### config.mk
export PLATFORM = sky130hd
export DESIGN_NAME = coap_frame_parser
export DESIGN_NICKNAME = d
export VERILOG_FILES = /design/src/rtl/coapfp_pkg.sv /design/src/rtl/coap_frame_parser.sv /design/src/rtl/coapfp_parser.sv /design/src/rtl/coapfp_rsp_fifo.sv
export SDC_FILE = /design/constraint.sdc
export NUM_CORES = 1
export LEC_CHECK = 0
export BUFFER_PORTS_ARGS = -buffer_cell sky130_fd_sc_hd__buf_2
export CORE_ASPECT_RATIO = 1.1
export CORE_MARGIN = 8
export CORE_UTILIZATION = 60
export CTS_CLUSTER_DIAMETER = 80
export CTS_CLUSTER_SIZE = 30
export DETAILED_ROUTE_END_ITERATION = 6
export PLACE_DENSITY_LB_ADDON = 0.05
export SLEW_MARGIN = 20
export SYNTH_ARGS = -nofsm -noshare
export SYNTH_HDL_FRONTEND = slang
export SYNTH_SLANG_ARGS = --single-unit
### constraint.sdc
create_clock -name clock -period 10.7 [get_ports clock]
set_input_delay 1.07 -clock clock [delete_from_list [all_inputs] [get_ports clock]]
set_output_delay 1.07 -clock clock [all_outputs]
set_load 0.01 [all_outputs]
### src/rtl/coapfp_pkg.sv
package coapfp_pkg;

   // CSR port geometry
   localparam int CSR_ADDR_W = 3;
   localparam int CSR_DATA_W = 32;
   localparam logic CSR_IDX_VERSION = 1'b0;  // paddr[2] selects the register
   localparam logic [1:0] VERSION_RESET = 2'd1;

   // Frame format constants
   localparam logic [7:0]  MARKER_BYTE     = 8'hff;
   localparam logic [3:0]  EXT_CODE_8      = 4'd13;
   localparam logic [3:0]  EXT_CODE_16     = 4'd14;
   localparam logic [3:0]  NIBBLE_RESERVED = 4'd15;
   localparam logic [16:0] EXT_OFFSET_8    = 17'd13;
   localparam logic [16:0] EXT_OFFSET_16   = 17'd269;
   localparam logic [15:0] HEADER_END_POS  = 16'd6;

   // Result queue geometry
   localparam int RSP_DEPTH = 4;
   localparam int RSP_PTR_W = $clog2(RSP_DEPTH);

   typedef enum logic [2:0] {
      KIND_HEADER   = 3'd0,
      KIND_TOKEN    = 3'd1,
      KIND_OPTSTART = 3'd2,
      KIND_OPTBYTE  = 3'd3,
      KIND_PAYLOAD  = 3'd4,
      KIND_OK       = 3'd5,
      KIND_ERROR    = 3'd6
   } kind_type;

   typedef enum logic [2:0] {
      ERR_VERSION   = 3'd0,
      ERR_NIBBLE    = 3'd1,
      ERR_NO_MARKER = 3'd2,
      ERR_NUMBER    = 3'd3,
      ERR_TRUNCATED = 3'd4
   } err_type;

   typedef enum logic [10:0] {
      PH_IDLE    = 11'b000_0000_0001,
      PH_LEN_LO  = 11'b000_0000_0010,
      PH_HEADER  = 11'b000_0000_0100,
      PH_TOKEN   = 11'b000_0000_1000,
      PH_OPT_HDR = 11'b000_0001_0000,
      PH_DEXT_A  = 11'b000_0010_0000,
      PH_DEXT_B  = 11'b000_0100_0000,
      PH_LEXT_A  = 11'b000_1000_0000,
      PH_LEXT_B  = 11'b001_0000_0000,
      PH_VALUE   = 11'b010_0000_0000,
      PH_PAYLOAD = 11'b100_0000_0000
   } phase_type;

   // One result word
   typedef struct packed {
      kind_type    kind;
      logic [1:0]  msg_type;
      logic [3:0]  token_length;
      logic [7:0]  msg_code;
      logic [15:0] msg_id;
      logic [15:0] frame_length;
      logic [15:0] option_number;
      logic [16:0] option_length;
      logic [7:0]  out_byte;
      logic [2:0]  error_code;
      logic        is_last;
   } rsp_type;

   // Up to two result words produced by one input word
   typedef struct packed {
      logic [1:0] count;
      rsp_type    first;
      rsp_type    second;
   } push_type;

endpackage

### src/rtl/coap_frame_parser.sv
// Byte-serial CoAP frame parser. Each frame is a 2-byte big-endian length
// (counting the prefix itself), the 4-byte header, token, options and an
// optional 0xff marker with payload; req_frame_start marks the first length
// byte. The block returns one rsp word per header, token byte, option start
// (accumulated number and decoded length), option value byte and payload
// byte, and closes each frame not cut off by a new frame start with an ok or
// error word. Throughput is one byte per cycle while the result queue has
// room: a byte is held in the input register, is parsed in a single pass and
// lands in a four-word result queue, from which its first word is valid on
// rsp. A byte is taken whenever the input register is empty or the queue has
// two free slots, the most one byte can produce. The expected version lives
// at CSR address 0 (reset value 1); write it only while the block is idle.
module coap_frame_parser (
   input  logic                               clock,
   input  logic                               reset,
   // input words
   input  logic                               req_valid,
   output logic                               req_ready,
   input  logic [7:0]                         req_data_byte,
   input  logic                               req_frame_start,
   // result words
   output logic                               rsp_valid,
   input  logic                               rsp_ready,
   output logic [2:0]                         rsp_kind,
   output logic [1:0]                         rsp_msg_type,
   output logic [3:0]                         rsp_token_length,
   output logic [7:0]                         rsp_msg_code,
   output logic [15:0]                        rsp_msg_id,
   output logic [15:0]                        rsp_frame_length,
   output logic [15:0]                        rsp_option_number,
   output logic [16:0]                        rsp_option_length,
   output logic [7:0]                         rsp_out_byte,
   output logic [2:0]                         rsp_error_code,
   output logic                               rsp_is_last,
   // CSR port
   input  logic                               psel,
   input  logic                               penable,
   input  logic                               pwrite,
   input  logic [coapfp_pkg::CSR_ADDR_W-1:0]  paddr,
   input  logic [coapfp_pkg::CSR_DATA_W-1:0]  pwdata,
   output logic [coapfp_pkg::CSR_DATA_W-1:0]  prdata,
   output logic                               pready
);
   import coapfp_pkg::*;

   logic        in_valid_ff, in_valid_in;
   logic [7:0]  in_byte_ff;
   logic        in_start_ff;
   logic [1:0]  version_ff;
   logic        step_en;
   logic        room;
   push_type    push;
   rsp_type     rsp;

   // CSR access
   assign pready = 1'b1;
   assign prdata = (paddr[2] == CSR_IDX_VERSION) ?
                   {{(CSR_DATA_W-2){1'b0}}, version_ff} : '0;

   always_ff @(posedge clock) begin
      if (reset) begin
         version_ff <= VERSION_RESET;
      end else if (psel && penable && pwrite && pready &&
                   paddr[2] == CSR_IDX_VERSION) begin
         version_ff <= pwdata[1:0];
      end
   end

   // Input register: refilled in the cycle it drains
   assign step_en     = in_valid_ff && room;
   assign req_ready   = !in_valid_ff || room;
   assign in_valid_in = (req_valid && req_ready) || (in_valid_ff && !room);

   always_ff @(posedge clock) begin
      if (reset) begin
         in_valid_ff <= 1'b0;
      end else begin
         in_valid_ff <= in_valid_in;
      end
   end

   always_ff @(posedge clock) begin
      if (req_valid && req_ready) begin
         in_byte_ff  <= req_data_byte;
         in_start_ff <= req_frame_start;
      end
   end

   coapfp_parser u_parser (
      .clock            (clock),
      .reset            (reset),
      .step_en          (step_en),
      .data_byte        (in_byte_ff),
      .frame_start      (in_start_ff),
      .expected_version (version_ff),
      .push             (push)
   );

   coapfp_rsp_fifo u_rsp_fifo (
      .clock     (clock),
      .reset     (reset),
      .push      (push),
      .room      (room),
      .rsp_valid (rsp_valid),
      .rsp_ready (rsp_ready),
      .rsp       (rsp)
   );

   // Result fields
   assign rsp_kind          = rsp.kind;
   assign rsp_msg_type      = rsp.msg_type;
   assign rsp_token_length  = rsp.token_length;
   assign rsp_msg_code      = rsp.msg_code;
   assign rsp_msg_id        = rsp.msg_id;
   assign rsp_frame_length  = rsp.frame_length;
   assign rsp_option_number = rsp.option_number;
   assign rsp_option_length = rsp.option_length;
   assign rsp_out_byte      = rsp.out_byte;
   assign rsp_error_code    = rsp.error_code;
   assign rsp_is_last       = rsp.is_last;

endmodule

### src/rtl/coapfp_parser.sv
module coapfp_parser (
   input  logic                 clock,
   input  logic                 reset,
   input  logic                 step_en,
   input  logic [7:0]           data_byte,
   input  logic                 frame_start,
   input  logic [1:0]           expected_version,
   output coapfp_pkg::push_type push
);
   import coapfp_pkg::*;

   phase_type   phase_ff, phase_in;
   logic [15:0] pos_ff, pos_in;
   logic [15:0] mlen_ff, mlen_in;
   logic [15:0] onum_ff, onum_in;
   logic [3:0]  dcode_ff, dcode_in;
   logic [3:0]  lcode_ff, lcode_in;
   logic [7:0]  ext_ff, ext_in;
   logic [16:0] rem_ff, rem_in;
   logic [31:0] hdr_ff, hdr_in;

   logic        data_vld;
   rsp_type     data_rsp;
   logic        vd_vld;
   logic        vd_ok;
   err_type     vd_err;
   rsp_type     vd_rsp;

   // Step logic: one byte against the current parse state
   always_comb begin
      logic [15:0] pos_inc;
      logic        at_end;
      logic        do_delta;
      logic        do_after;
      logic        do_finish;
      logic [16:0] delta;
      logic [17:0] sum;
      logic [16:0] fin_len;
      logic [7:0]  b0;

      phase_in = phase_ff;
      pos_in   = pos_ff;
      mlen_in  = mlen_ff;
      onum_in  = onum_ff;
      dcode_in = dcode_ff;
      lcode_in = lcode_ff;
      ext_in   = ext_ff;
      rem_in   = rem_ff;
      hdr_in   = hdr_ff;

      pos_inc   = pos_ff + 16'd1;
      at_end    = (pos_inc == mlen_ff);
      data_vld  = 1'b0;
      data_rsp  = '0;
      vd_vld    = 1'b0;
      vd_ok     = 1'b0;
      vd_err    = ERR_VERSION;
      do_delta  = 1'b0;
      do_after  = 1'b0;
      do_finish = 1'b0;
      delta     = '0;
      sum       = '0;
      fin_len   = '0;
      b0        = hdr_ff[23:16];

      if (frame_start) begin
         mlen_in  = {data_byte, 8'h00};
         pos_in   = 16'd1;
         onum_in  = '0;
         hdr_in   = '0;
         phase_in = PH_LEN_LO;
      end else if (phase_ff != PH_IDLE) begin
         pos_in = pos_inc;
         case (phase_ff)
            PH_LEN_LO: begin
               mlen_in  = mlen_ff | {8'h00, data_byte};
               phase_in = PH_HEADER;
            end
            PH_HEADER: begin
               hdr_in = {hdr_ff[23:0], data_byte};
               if (pos_inc == HEADER_END_POS) begin
                  if (b0[7:6] != expected_version) begin
                     vd_vld = 1'b1;
                     vd_err = ERR_VERSION;
                  end else if ({1'b0, mlen_ff} <
                               ({1'b0, HEADER_END_POS} + {13'd0, b0[3:0]})) begin
                     vd_vld = 1'b1;
                     vd_err = ERR_TRUNCATED;
                  end else begin
                     data_vld              = 1'b1;
                     data_rsp.kind         = KIND_HEADER;
                     data_rsp.msg_type     = b0[5:4];
                     data_rsp.token_length = b0[3:0];
                     data_rsp.msg_code     = hdr_ff[15:8];
                     data_rsp.msg_id       = {hdr_ff[7:0], data_byte};
                     data_rsp.frame_length = mlen_ff;
                     if (b0[3:0] != 4'd0) begin
                        rem_in   = {13'd0, b0[3:0]};
                        phase_in = PH_TOKEN;
                     end else if (at_end) begin
                        vd_vld = 1'b1;
                        vd_ok  = 1'b1;
                     end else begin
                        phase_in = PH_OPT_HDR;
                     end
                  end
               end
            end
            PH_TOKEN: begin
               data_vld          = 1'b1;
               data_rsp.kind     = KIND_TOKEN;
               data_rsp.out_byte = data_byte;
               rem_in            = rem_ff - 17'd1;
               if (rem_in == '0) begin
                  if (at_end) begin
                     vd_vld = 1'b1;
                     vd_ok  = 1'b1;
                  end else begin
                     phase_in = PH_OPT_HDR;
                  end
               end
            end
            PH_OPT_HDR: begin
               if (data_byte == MARKER_BYTE) begin
                  if (at_end) begin
                     vd_vld = 1'b1;
                     vd_ok  = 1'b1;
                  end else begin
                     phase_in = PH_PAYLOAD;
                  end
               end else begin
                  dcode_in = data_byte[7:4];
                  lcode_in = data_byte[3:0];
                  if (data_byte[7:4] == NIBBLE_RESERVED ||
                      data_byte[3:0] == NIBBLE_RESERVED) begin
                     vd_vld = 1'b1;
                     vd_err = ERR_NIBBLE;
                  end else if (data_byte[7:4] inside {EXT_CODE_8, EXT_CODE_16}) begin
                     if (at_end) begin
                        vd_vld = 1'b1;
                        vd_err = ERR_NO_MARKER;
                     end else begin
                        phase_in = PH_DEXT_A;
                     end
                  end else begin
                     do_delta = 1'b1;
                     delta    = {13'd0, data_byte[7:4]};
                  end
               end
            end
            PH_DEXT_A: begin
               if (dcode_ff == EXT_CODE_8) begin
                  do_delta = 1'b1;
                  delta    = {9'd0, data_byte} + EXT_OFFSET_8;
               end else begin
                  ext_in = data_byte;
                  if (at_end) begin
                     vd_vld = 1'b1;
                     vd_err = ERR_NO_MARKER;
                  end else begin
                     phase_in = PH_DEXT_B;
                  end
               end
            end
            PH_DEXT_B: begin
               do_delta = 1'b1;
               delta    = {1'b0, ext_ff, data_byte} + EXT_OFFSET_16;
            end
            PH_LEXT_A: begin
               if (lcode_ff == EXT_CODE_8) begin
                  do_finish = 1'b1;
                  fin_len   = {9'd0, data_byte} + EXT_OFFSET_8;
               end else begin
                  ext_in = data_byte;
                  if (at_end) begin
                     vd_vld = 1'b1;
                     vd_err = ERR_NO_MARKER;
                  end else begin
                     phase_in = PH_LEXT_B;
                  end
               end
            end
            PH_LEXT_B: begin
               do_finish = 1'b1;
               fin_len   = {1'b0, ext_ff, data_byte} + EXT_OFFSET_16;
            end
            PH_VALUE: begin
               data_vld          = 1'b1;
               data_rsp.kind     = KIND_OPTBYTE;
               data_rsp.out_byte = data_byte;
               rem_in            = rem_ff - 17'd1;
               if (rem_in == '0) begin
                  if (at_end) begin
                     vd_vld = 1'b1;
                     vd_ok  = 1'b1;
                  end else begin
                     phase_in = PH_OPT_HDR;
                  end
               end else if (at_end) begin
                  vd_vld = 1'b1;
                  vd_err = ERR_NO_MARKER;
               end
            end
            PH_PAYLOAD: begin
               data_vld          = 1'b1;
               data_rsp.kind     = KIND_PAYLOAD;
               data_rsp.out_byte = data_byte;
               if (at_end) begin
                  vd_vld = 1'b1;
                  vd_ok  = 1'b1;
               end
            end
            default: begin
               phase_in = PH_IDLE;
            end
         endcase

         // Accumulate option number; overflow past 16 bits is an error
         if (do_delta) begin
            sum = {2'b00, onum_ff} + {1'b0, delta};
            if (sum[17:16] != 2'b00) begin
               vd_vld = 1'b1;
               vd_err = ERR_NUMBER;
            end else begin
               onum_in  = sum[15:0];
               do_after = 1'b1;
            end
         end

         // Length code: extension bytes or immediate option start
         if (do_after) begin
            if (lcode_in inside {EXT_CODE_8, EXT_CODE_16}) begin
               if (at_end) begin
                  vd_vld = 1'b1;
                  vd_err = ERR_NO_MARKER;
               end else begin
                  phase_in = PH_LEXT_A;
               end
            end else begin
               do_finish = 1'b1;
               fin_len   = {13'd0, lcode_in};
            end
         end

         // Option start word, then value bytes or next option
         if (do_finish) begin
            data_vld               = 1'b1;
            data_rsp.kind          = KIND_OPTSTART;
            data_rsp.option_number = onum_in;
            data_rsp.option_length = fin_len;
            if (fin_len == '0) begin
               if (at_end) begin
                  vd_vld = 1'b1;
                  vd_ok  = 1'b1;
               end else begin
                  phase_in = PH_OPT_HDR;
               end
            end else begin
               rem_in = fin_len;
               if (at_end) begin
                  vd_vld = 1'b1;
                  vd_err = ERR_NO_MARKER;
               end else begin
                  phase_in = PH_VALUE;
               end
            end
         end

         if (vd_vld) begin
            phase_in = PH_IDLE;
         end
      end
   end

   // Verdict word
   always_comb begin
      vd_rsp            = '0;
      vd_rsp.kind       = vd_ok ? KIND_OK : KIND_ERROR;
      vd_rsp.error_code = vd_ok ? 3'd0 : vd_err;
   end

   // Order the words: data word first, verdict closes
   always_comb begin
      push        = '0;
      push.first  = data_vld ? data_rsp : vd_rsp;
      push.second = vd_rsp;
      if (step_en) begin
         push.count = {1'b0, data_vld} + {1'b0, vd_vld};
      end
      if (data_vld && vd_vld) begin
         push.second.is_last = 1'b1;
      end else begin
         push.first.is_last = 1'b1;
      end
   end

   // Parse state
   always_ff @(posedge clock) begin
      if (reset) begin
         phase_ff <= PH_IDLE;
      end else if (step_en) begin
         phase_ff <= phase_in;
      end
   end

   always_ff @(posedge clock) begin
      if (step_en) begin
         pos_ff   <= pos_in;
         mlen_ff  <= mlen_in;
         onum_ff  <= onum_in;
         dcode_ff <= dcode_in;
         lcode_ff <= lcode_in;
         ext_ff   <= ext_in;
         rem_ff   <= rem_in;
         hdr_ff   <= hdr_in;
      end
   end

`ifndef SYNTHESIS
   // a second word in one step is always the verdict
   assert property (@(posedge clock) disable iff (reset)
      (push.count == 2'd2) |->
      (push.second.kind == KIND_OK || push.second.kind == KIND_ERROR))
      else $error("second word of a step is not a verdict");

   assert property (@(posedge clock) reset |=> (phase_ff == PH_IDLE))
      else $error("parser not idle after reset");

   // frame start always moves to the low length byte
   assert property (@(posedge clock) disable iff (reset)
      (step_en && frame_start) |=> (phase_ff == PH_LEN_LO))
      else $error("frame start did not restart the parser");
`endif

endmodule

### src/rtl/coapfp_rsp_fifo.sv
module coapfp_rsp_fifo (
   input  logic                 clock,
   input  logic                 reset,
   input  coapfp_pkg::push_type push,
   output logic                 room,
   output logic                 rsp_valid,
   input  logic                 rsp_ready,
   output coapfp_pkg::rsp_type  rsp
);
   import coapfp_pkg::*;

   rsp_type                mem_ff [RSP_DEPTH];
   logic [RSP_PTR_W-1:0]   wr_ptr_ff, wr_ptr_in;
   logic [RSP_PTR_W-1:0]   rd_ptr_ff, rd_ptr_in;
   logic [RSP_PTR_W:0]     count_ff, count_in;
   logic                   pop;

   // room for the widest step (two words)
   assign room      = (count_ff <= (RSP_PTR_W+1)'(RSP_DEPTH - 2));
   assign rsp_valid = (count_ff != '0);
   assign rsp       = mem_ff[rd_ptr_ff];
   assign pop       = rsp_valid && rsp_ready;

   always_comb begin
      wr_ptr_in = wr_ptr_ff + RSP_PTR_W'(push.count);
      rd_ptr_in = rd_ptr_ff + RSP_PTR_W'(pop);
      count_in  = count_ff + (RSP_PTR_W+1)'(push.count) - (RSP_PTR_W+1)'(pop);
   end

   always_ff @(posedge clock) begin
      if (reset) begin
         wr_ptr_ff <= '0;
         rd_ptr_ff <= '0;
         count_ff  <= '0;
      end else begin
         wr_ptr_ff <= wr_ptr_in;
         rd_ptr_ff <= rd_ptr_in;
         count_ff  <= count_in;
      end
   end

   // storage: one or two words per push
   always_ff @(posedge clock) begin
      if (push.count != 2'd0) begin
         mem_ff[wr_ptr_ff] <= push.first;
      end
      if (push.count == 2'd2) begin
         mem_ff[wr_ptr_ff + RSP_PTR_W'(1)] <= push.second;
      end
   end

`ifndef SYNTHESIS
   assert property (@(posedge clock) disable iff (reset)
      count_ff <= (RSP_PTR_W+1)'(RSP_DEPTH))
      else $error("result queue overflow");

   // the parser only steps when two slots are free
   assert property (@(posedge clock) disable iff (reset)
      (push.count != 2'd0) |-> room)
      else $error("push without room");

   // a waiting word holds until taken
   assert property (@(posedge clock) disable iff (reset)
      (rsp_valid && !rsp_ready) |=> (rsp_valid && $stable(rsp)))
      else $error("result word changed while waiting");
`endif

endmodule

Yosys cells after proc, flatten, opt, wreduce, memory -nomap -nowiden
Memory sizes are Yosys's and may differ from the RTL's. A register that Yosys moved wholly into a read port is not among the register bits.
Index checks and enable logic that the tools add are counted.
{"block": "totals", "register_bits": 135, "mem_bits_rw": 376, "in_bits": 51, "out_inout_bits": 129, "elab_cells": 259, "mem_count": 1}
{"block": "classes", "addsub": 12, "order_cmp": 2, "eq_ne": 26, "muxes": 162, "n_bitwise": 4, "reduce_logical": 35}
{"memory": "u_rsp_fifo.mem_ff", "depth": 4, "width": 94, "read_ports": 1, "rd_ports_with_merged_regs": 1, "write_ports": 2, "line": "coapfp_rsp_fifo.sv:12", "text": "rsp_type mem_ff [RSP_DEPTH];"}
{"operator": "$mux 11", "n": 25}
{"operator": "$mux 17", "n": 16}
{"operator": "$mux 90", "n": 2}
{"operator": "$mux 16", "n": 7}
{"operator": "$mux 49", "n": 2}
{"operator": "$mux 94", "n": 1}
{"operator": "$mux 46", "n": 2}
{"operator": "$pmux 11 s7", "n": 1}
{"operator": "$pmux 17 s2", "n": 2}
{"operator": "$mux 3", "n": 20}
{"operator": "$mux 1", "n": 58}
{"operator": "$pmux 17 s3", "n": 1}
{"operator": "$mux 24", "n": 2}
{"operator": "$logic_not 17->1", "n": 2}
{"operator": "$mux 33", "n": 1}
{"operator": "$eq 4x4->1 const B", "n": 8}
{"operator": "$mux 8", "n": 3}
{"operator": "$mux 4", "n": 5}
{"operator": "$add 16x17->18", "n": 1}
{"operator": "$add 16x9->17 const B", "n": 1}
{"operator": "$lt 16x17->1", "n": 1}
{"operator": "$sub 17x1->17 const B", "n": 1}
{"operator": "$add 16x1->16 const B", "n": 1}
{"operator": "$eq 16x16->1", "n": 1}
{"operator": "other kinds (47)", "n": 77}

Depth between registers and ports, before layout
{"block": "depth", "ltp_word": 27, "ltp_mapped": 33}

Modules after synthesis
From an unflattened synthesis, not the netlist that was laid out.
{"block": "hier_totals", "hier_cells": 2242, "area_unflattened_um2": 29814.8}
{"mod": "coapfp_rsp_fifo", "n_inst": 1, "cells_each": 955, "area_per_inst_um2": 18749.2, "seq_area_each_um2": 11431.0}
{"mod": "coapfp_parser", "n_inst": 1, "cells_each": 1228, "area_per_inst_um2": 10400.0, "seq_area_each_um2": 3373.2}
{"mod": "coap_frame_parser", "n_inst": 1, "cells_each": 59, "area_per_inst_um2": 665.6, "seq_area_each_um2": 330.3}

Worst setup path before layout
Ideal clock, no wire load.
{"block": "synth_timing", "path_kind": "reg-to-reg", "startpoint": "register u_parser.phase_ff[3]", "endpoint": "memory u_rsp_fifo.mem_ff[1][25] in the netlist's numbering", "setup_ps": 67, "t_arrival_ps": 6060, "slack_ps": 4573, "stages_incl_launch_ff": 30, "n_path_buf": 6, "path_cell_list": "dfxtp_1 -> buf_6 -> or3_4 -> buf_6 -> nor4_2 -> and2_1 -> nand2_1 -> o21ai_0 -> ha_1 -> inv_1 -> fa_1 -> nor2b_1 -> o31ai_1 -> a211oi_1 -> or2_2 -> mux2i_1 -> nor2_1 -> a221oi_1 -> o21a_1 -> nor2_1 -> ha_1 -> clkbuf_1 -> o21ai_1 -> nor2_1 -> clkbuf_1 -> nor2_1 -> clkbuf_1 -> clkbuf_1 -> nand2_1 -> o21ai_2"}
{"element": "start, declared", "line": "coapfp_parser.sv:12", "text": "phase_type phase_ff, phase_in;"}
{"element": "start signal, assigned", "line": "coapfp_parser.sv:302", "text": "phase_ff <= phase_in;"}
{"element": "end, declared", "line": "coapfp_rsp_fifo.sv:12"}

==> impl_metrics.ini <==
[run_status]
outcome = complete, no violations

[clock_network]
worst_skew_late_latency_ns = 0.60
cts_buffers = 25
clk_root_buffer_cell = sky130_fd_sc_hd__clkbuf_16
cts-root-to-sink-buffers = 3
clkSinkCount = 511
cts_max_level = 1
tritoncts = done
post_cts_resize_count = 0
post_cts.repair.setup_buffers = 0
cts.clk_slew.worst_paths_ns = 0.11
holdBufCountCts = 0

[synth]
synthXorXnorAreaFrac = 0.0276
synth_simple_gate_area_share = 0.150
synth_flop_cell = sky130_fd_sc_hd__dfxtp_1
postSynth.asyncResetShare = 0
synthMostInstantiatedCell = sky130_fd_sc_hd__dfxtp_1
synth_seq_area_share = 0.478
synth-seq-cells = 511
cell_taking_the_most_area_after_synthesis = sky130_fd_sc_hd__dfxtp_1
synth_top_family_by_area = compound AO/OA/AOI/OAI gates
synthAdderAreaFrac = 0.0192
syn_area_um2 = 24300
synth-edff-count = 138
post_synth_most_frequent_cells = 373 x sky130_fd_sc_hd__dfxtp_1, 267 x sky130_fd_sc_hd__nand2_1, 200 x sky130_fd_sc_hd__o21ai_0
yosys-mux-area-fraction = 0.0971
synth_cells = 2371
complex_gate_fraction_of_the_synthesized_area = 0.180
yosys-top-cells-area = sky130_fd_sc_hd__dfxtp_1 31%, sky130_fd_sc_hd__edfxtp_1 17%, sky130_fd_sc_hd__mux4_2 8.7%
postSynthAreaPerCell_um2 = 10.2
post_synth_num_cell_types = 92
synth_top_area_share = 0.308
yosysWarnings = 0

[power_and_ir_drop]
p_per_area_nw_per_um2 = 144
cellLeakagePower_uw = 0.00955
vdd_ir_drop_max_mv = 0.138

[timing]
setup_violations = 0
max_slew_margin = 0.263
final_min_period_over_clock_period = 0.803
timing.final.crit_period_ns = 8.59
drv_slew = 0
max_clock_freq_ghz = 0.116
timing.clock.skew_ns = 0.0210
finalSetupTns_ns = 0
worst_pin_slew_ns = 1.10
rsz0062_at_grt = false
hold_violations = 0

[worst_hold_path]
holdCritPathClass = flop to flop

[global_routing]
grt_util_met1 = 0.353
grt_util_met3 = 0.0391
grt.busiest_layer = met2
grt_first_pass_wirelength_mm = 108
number_of_global_route_vias_before_repair = 18700
grt_ovf = 0
antenna_found_initial = 1
grt_start_max_net_pins = 81
global_route.usage.met2 = 0.505
grt.total_usage = 0.288

[run]
drv_cap = 0

[floorplan]
initial_utilization = 0.606
core_um2 = 40100
die_w_um = 208
die_height_um = 227
boundaryPins = 180
fp.dieArea_um2 = 47200
rows = 77

[routing]
num_vias = 18800
first_pass_iters = 5
number_of_violations_reported_at_the_end_of_detailed_routing_iteration_0 = 1507
wire_per_inst_um = 24.2
drc = 0
vias_per_cell = 6.50
detail_route.wirelength_mm = 70.0
detail-route-antenna-nets = 0

[place]
post_dp_cell_area_um2 = 24900
routabilityCongestion = 0.952
port-buffer-count = 116
place_hpwl_mm = 47.1

[setup_path]
cp_slowest_cell = sky130_fd_sc_hd__edfxtp_1
endpoint_required_time_on_the_critical_path_ns = 11.19
cp_slowest_stage_delay_ns = 0.81
critical_path_arrival_ns = 9.09
worst-path-max-fanout = 54
critPathLaunchType = flop
ws_path_type = flop to flop
crit_path_end_kind = flop

[cells_and_area]
final_nets = 2446
non_filler_cell_area_final_um2 = 25800
fraction_of_layout_cells_with_a_size_suffix_above_1 = 0.138
diodes = 0
number_of_fillers_in_the_final_layout = 3287
synthToLayoutAreaGrowth_pct = 6.28
-- layout by cell type (no fill, tap or decap), types with 32 or more instances in the layout --
master,instances
sky130_fd_sc_hd__o21ai_0,200
sky130_fd_sc_hd__xnor2_1,40
sky130_fd_sc_hd__inv_1,56
sky130_fd_sc_hd__buf_2,116
sky130_fd_sc_hd__nand2b_1,37
sky130_fd_sc_hd__a22o_1,186
sky130_fd_sc_hd__ha_1,34
sky130_fd_sc_hd__nor3_1,49
sky130_fd_sc_hd__edfxtp_1,138
sky130_fd_sc_hd__dfxtp_1,371
sky130_fd_sc_hd__nand2_1,267
sky130_fd_sc_hd__nand3_1,32
sky130_fd_sc_hd__a21oi_1,67
sky130_fd_sc_hd__nor2_1,159
sky130_fd_sc_hd__mux4_2,94
-- critical path, delay by kind of cell (launching register included) --
family	cells	cell delay, ns
flops	1	0.81
mux	1	0.51
compound gates	7	1.81
buf+inv	4	0.95
fa+ha+maj	5	1.61
simple gates	12	2.73
-- per-layer routing --
metal | wire length (µm) | up-vias
li1 | - | 8657
met1 | 27900 | 9286
met2 | 34800 | 679
met3 | 4120 | 154
met4 | 3190 | 0
met5 | 0 | -
-- cells by family (layout without fill, tap and decap cells) --
kind of cell,after synthesis,in the layout
and+or+nand+nor,743,743
AOI/OAI and AO/OA,630,630
DFF,511,511
buffers and inverters,265,241
muxes,117,117
xor gates and xnor gates,67,67
adders and majority gates,36,36
other,2,31
-- flip-flops by register name (all words and copies together) (netlist names) --
name,cells
u_parser.ext_ff,8
in_valid_ff,1
in_byte_ff,8
u_parser.lcode_ff,4
u_parser.dcode_ff,4
in_start_ff,1
u_rsp_fifo.rd_ptr_ff,2
version_ff,2
u_rsp_fifo.wr_ptr_ff,2
u_parser.rem_ff,17
u_parser.phase_ff,11
u_rsp_fifo.count_ff,3
u_parser.hdr_ff,24
u_parser.mlen_ff,16
u_rsp_fifo.mem_ff,376
u_parser.pos_ff,16
u_parser.onum_ff,16
-- stage by stage --
step                std cells   util  setup WS [ns]  total power (µW)  hold WS [ns]
floorplan                2400      -           4.57              2460         0.420
global placement         2845  0.622           2.45              2580         0.429
detailed placement       2845  0.622           2.37              2590         0.437
CTS                      2889  0.644           2.28              3740         0.457
global route             2889  0.644           1.56              3840         0.468
finish                   2889  0.644           2.11              3720         0.458
-- report_power, final --
group          switching, µW  internal, µW
sequential              98.1          2030
clock                    685           489
combinational            245           174
total                   1030          2690
-- area by class of cell --
| type | count | area (µm²) | area share |
|---|---|---|---|
| Clock buffer | 31 | 679 | 0.0263 |
| Clock inverter | 13 | 188 | 0.00728 |
| Multi-Input combinational cell | 1624 | 11700 | 0.452 |
| Timing Repair Buffer | 140 | 798 | 0.0309 |
| Tap cell | 513 | 642 | 0.0249 |
| Sequential cell | 511 | 11600 | 0.450 |
| Inverter | 57 | 214 | 0.00829 |
-- worst paths after layout --
check	start	endpoint	slack, ns	cells after the start
max	in_byte_ff[1]$_DFFE_PP_	u_rsp_fifo.mem_ff[0][78]$_SDFFE_PP0P_	2.11	29
min	u_rsp_fifo.mem_ff[1][27]$_SDFFE_PP0N_	u_rsp_fifo.mem_ff[1][27]$_SDFFE_PP0N_	0.46	2
max reg2reg	in_byte_ff[1]$_DFFE_PP_	u_rsp_fifo.mem_ff[0][78]$_SDFFE_PP0P_	2.11	29
min reg2reg	u_rsp_fifo.mem_ff[1][27]$_SDFFE_PP0N_	u_rsp_fifo.mem_ff[1][27]$_SDFFE_PP0N_	0.46	2
No activity file was read; power rests on OpenSTA's default activity.
